$ cat src/sv/fcull_pkg.sv
// shared types and constants of the frustum box cull block
`timescale 1ns / 1ps
`default_nettype none

package fcull_pkg;

   // payload widths of the channels
   localparam int FIELD_BITS     = 32;
   localparam int PLANE_SEL_BITS = 3;
   localparam int VERDICT_BITS   = 2;

   // plane store geometry
   localparam int NUM_PLANES     = 6;
   localparam int NUM_COEFS      = 4;
   localparam int NUM_AXES       = 3;
   localparam int PLANE_IDX_BITS = 3;
   localparam int COEF_A         = 0;
   localparam int COEF_B         = 1;
   localparam int COEF_C         = 2;
   localparam int COEF_D         = 3;

   // index of the last plane in a test sweep
   localparam logic [PLANE_IDX_BITS-1:0] LAST_PLANE = PLANE_IDX_BITS'(NUM_PLANES - 1);

   // d at doubled scale in q32.32: one bit for the doubling, sixteen for the fraction
   localparam int D_SHIFT = 17;

   // command codes
   localparam logic CMD_LOAD = 1'b0;
   localparam logic CMD_TEST = 1'b1;

   // classification codes
   typedef enum logic [VERDICT_BITS-1:0] {
      VERDICT_INSIDE    = 2'd0,
      VERDICT_INTERSECT = 2'd1,
      VERDICT_OUTSIDE   = 2'd2
   } verdict_type;

   // sequencer states
   typedef enum logic [1:0] {
      ST_IDLE,
      ST_ISSUE,
      ST_DRAIN,
      ST_RESP
   } state_type;

   // control that enters the plane dot unit with each plane
   typedef struct packed {
      logic valid;
      logic last;
   } dot_ctl_type;

   // per-plane outcome leaving the plane dot unit
   typedef struct packed {
      logic valid;
      logic last;
      logic outside;
      logic straddle;
   } dot_res_type;

endpackage

`default_nettype wire

$ cat src/sv/fcull_plane_regs.sv
// register store for the six frustum planes, one write and one read port
`timescale 1ns / 1ps
`default_nettype none

module fcull_plane_regs #(
   parameter int CW = 32
) (
   input  wire                                        clock,
   input  wire                                        reset,
   input  wire                                        wr_en,
   input  wire        [fcull_pkg::PLANE_SEL_BITS-1:0] wr_sel,
   input  wire signed [CW-1:0]                        wr_coef [fcull_pkg::NUM_COEFS],
   input  wire        [fcull_pkg::PLANE_IDX_BITS-1:0] rd_sel,
   output logic signed [CW-1:0]                       rd_coef [fcull_pkg::NUM_COEFS]
);

   logic signed [CW-1:0] coef_ff [fcull_pkg::NUM_PLANES][fcull_pkg::NUM_COEFS];
   logic                 wr_hit;

   // selects six and seven name no plane and are dropped
   assign wr_hit = wr_en && (wr_sel < fcull_pkg::PLANE_SEL_BITS'(fcull_pkg::NUM_PLANES));

   // plane write, all planes zero after reset
   always_ff @(posedge clock) begin
      if (reset) begin
         for (int p = 0; p < fcull_pkg::NUM_PLANES; p++) begin
            for (int k = 0; k < fcull_pkg::NUM_COEFS; k++) begin
               coef_ff[p][k] <= '0;
            end
         end
      end else if (wr_hit) begin
         for (int k = 0; k < fcull_pkg::NUM_COEFS; k++) begin
            coef_ff[wr_sel][k] <= wr_coef[k];
         end
      end
   end

   // plane read for the dot unit
   always_comb begin
      for (int k = 0; k < fcull_pkg::NUM_COEFS; k++) begin
         rd_coef[k] = coef_ff[rd_sel][k];
      end
   end

endmodule

`default_nettype wire

$ cat config.mk
export PLATFORM = sky130hd
export DESIGN_NAME = fcull_plane_regs
export DESIGN_NICKNAME = d
export VERILOG_FILES = /design/src/sv/fcull_pkg.sv /design/src/sv/fcull_plane_regs.sv
export SDC_FILE = /design/constraint.sdc
export NUM_CORES = 1
export LEC_CHECK = 0
export BUFFER_PORTS_ARGS = -buffer_cell sky130_fd_sc_hd__buf_2
export CORE_UTILIZATION = 55
export DETAILED_ROUTE_END_ITERATION = 16
export PLACE_DENSITY_LB_ADDON = 0.08
export SYNTH_ARGS = -nofsm -noshare
export SYNTH_HDL_FRONTEND = slang
export SYNTH_SLANG_ARGS = --single-unit
$ cat constraint.sdc
create_clock -name clock -period 11.2 [get_ports clock]
set_clock_uncertainty 0.1 [all_clocks]
set_input_delay 0.56 -clock clock [delete_from_list [all_inputs] [get_ports clock]]
set_output_delay 0.56 -clock clock [all_outputs]
set_load 0.01 [all_outputs]
==> out/metrics.cfg <==
[run_status]
status = finished, final reports clean

[critical_path]
crit_family = buffers and inverters
crit_path_max_fanout = 81
worstPathRequired_ps = 10540
path_buf_inv = 4
crit_slowest_cell = buf_4
crit_type = primary input to output pin
crit_chain = buf_8 > buf_4 > buf_4 > mux4_2 > mux2_2 > buf_2
max_stage_delay_ps = 830
start_kind = primary input
cp.arrival_ps = 3730
cp_common_cell = buf_4
cp-end-kind = output pin

[sta]
rsz0062_at_grt = no
setup_violations = 0
slew_headroom_pct = 13.51
period_share_pct = 39.22
final.setup.tns_ps = 0
tightest_slew_ps = 1297
fin_crit_ps = 4393
drv_slew = 0
fmax_mhz = 227.6
hold_viol = 0

[global_routing]
grt-ovfl-total = 0
grt_pass1_wl_um = 159300
grt_pass1_vias = 26950
track_usage_pct = 26.13
antenna_found_initial = 8
grt_max_degree = 102

[drt]
routed_wl_um = 103700
met2_length_um = 53310
post-route-drc-count = 0
drt_first_pass_iters = 6
route.vias.total = 25110
avgViaCountPerCell = 5.958
drtIter0Drc = 1903
met1_length_um = 40810
routed.top_layer = met5
wl_per_cell_um = 24.61
wl_met3_um = 6467
antenna_left = 0

[cts]
cts_tree = done
numClockSinks = 1024
cts_resized = 0
cts.clk_slew.worst_paths_ps = 60
cts_max_path_buffers = 3
ctsHtreeMaxLevel = 3
root_buffer = clkbuf_16
cts-buffers-inserted = 105

[logic_synthesis]
synth_fa_ha_area_share_pct = 0
synth_enable_flop_cells = 1024
synth_async_sr_flop_share_pct = 0
netlist_instances = 2560
synth_top_area_share_pct = 69.84
yosysWarnings = 0
ys_types = 22
synth_xor_area_share_pct = 0
yosys-mux-area-fraction_pct = 16.98
yosys.area.top_type = edfxtp_1
syn_area_per_cell_um2 = 17.20
netlist_area_um2 = 44030
synth_compound_area_share_pct = 0.1023
synth-seq-area-share_pct = 69.84
synth-simple-area-share_pct = 8.821
ys_ff_latch = 1024
synthTopCellsByArea = edfxtp_1 70%, mux4_2 9.4%, nor3_1 8.7%
ys.flop_type = edfxtp_1
synth_top_family_by_area = multiplexers

[placement]
place_congestion = 0.7353
place_hpwl_um = 55030
numPortBuffers = 264

[floorplanning]
ioPinCount = 265
die_h_um = 284.9
die_area_um2 = 81190
start_util_pct = 55.64
coreArea_um2 = 79130
die_w_um = 284.9
rows = 103

[finish]
top_regs = coef_ff x1024
nets = 3214
fin_util_pct = 64.12
largest_reg_flops = 1024
drive_gt1_share_pct = 24.18
regMostFlops = coef_ff
syn2layout_area_growth_pct = 15.23

[pwr]
powerDensity_nw_per_um2 = 168.8
ir_drop_uv = 132.4
p_leak_nw = 17.48

[flow_run]
maxCapViolations = 0

[hold_path]
hold_path.class = primary input to flip-flop

[per-layer routing]
| layer | GRT usage (%) | up-vias |
|---|---|---|
| met5 | 0 | - |
| met4 | 8.463 | 6 |
| met3 | 4.376 | 191 |
| met2 | 45.61 | 882 |
| met1 | 33.49 | 12970 |
| li1 | - | 11060 |
[cells by family after synthesis]
group	after synthesis
buf+inv	372
flops	1024
simple gates	773
compound gates	6
mux	384
other cells	1
[Yosys cell counts (all sizes together), types with 6 or more instances]
cell type / instances
edfxtp: 1024
nor3: 768
mux4: 256
clkbuf: 163
inv: 129
mux2: 128
buf: 80
o21bai: 6
[layout by cell type (no fill, tap or decap), drive strengths merged]
master          n
buf           309
bufinv          2
clkbuf        141
clkinv         42
clkinvlp        1
conb          256
diode           5
dlygate4sd3    89
edfxtp       1024
inv           132
mux2          128
mux4          256
nand2b          1
nand3b          1
nand4bb         1
nor3          768
o21bai          6
or2             1
or3b            1
[per-stage QoR]
| step | power [mW] | hold WS [ps] | cells | setup WS [ps] | area, um^2 |
|---|---|---|---|---|---|
| 2_1_floorplan | 5.137 | 558.9 | 2815 | 3061 | 44990 |
| 5_1_grt | 8.835 | 13.81 | 4211 | 6684 | 50730 |
| 4_1_cts | 8.633 | 1.211 | 4209 | 6776 | 50720 |
| 3_3_place_gp | 5.390 | 660.5 | 3931 | 6780 | 46710 |
| 3_5_place_dp | 5.413 | 665.9 | 3931 | 6782 | 46710 |
| 6_report | 8.562 | 26.00 | 4214 | 6807 | 50740 |
[timing repair]
| item | in CTS | in global routing |
|---|---|---|
| hold endpoints to repair | 178 | 0 |
| setup buffers | 0 | 0 |
| setup endpoints to repair | 0 | 0 |
| hold buffers | 89 | 0 |
[path summary, 6_finish.rpt]
check	to	start	depth (start not counted)
worst min-delay path	coef_ff[6][60]	wr_coef[60]	1
worst max-delay path	rd_coef[74]	rd_sel[2]	6
[where the power goes]
| part | switching (mW) | leakage, nW | internal [mW] |
|---|---|---|---|
| Combinational | 0.478 | 6.09 | 0.326 |
| Sequential | 0.0614 | 9.86 | 4.48 |
| Clock | 1.40 | 1.53 | 1.82 |
| Total | 1.94 | 17.5 | 6.63 |
[layout make-up]
cell class | count | area, um^2
Antenna cell | 5 | 12.51
Tap cell | 1050 | 1314
Inverter | 129 | 486.7
Multi-Input combinational cell | 1419 | 12460
Clock buffer | 141 | 2848
Sequential cell | 1024 | 30750
Fill cell | 5824 | 28390
Timing Repair Buffer | 398 | 2591
Clock inverter | 48 | 272.8
Power figures use the tool's default switching activity.
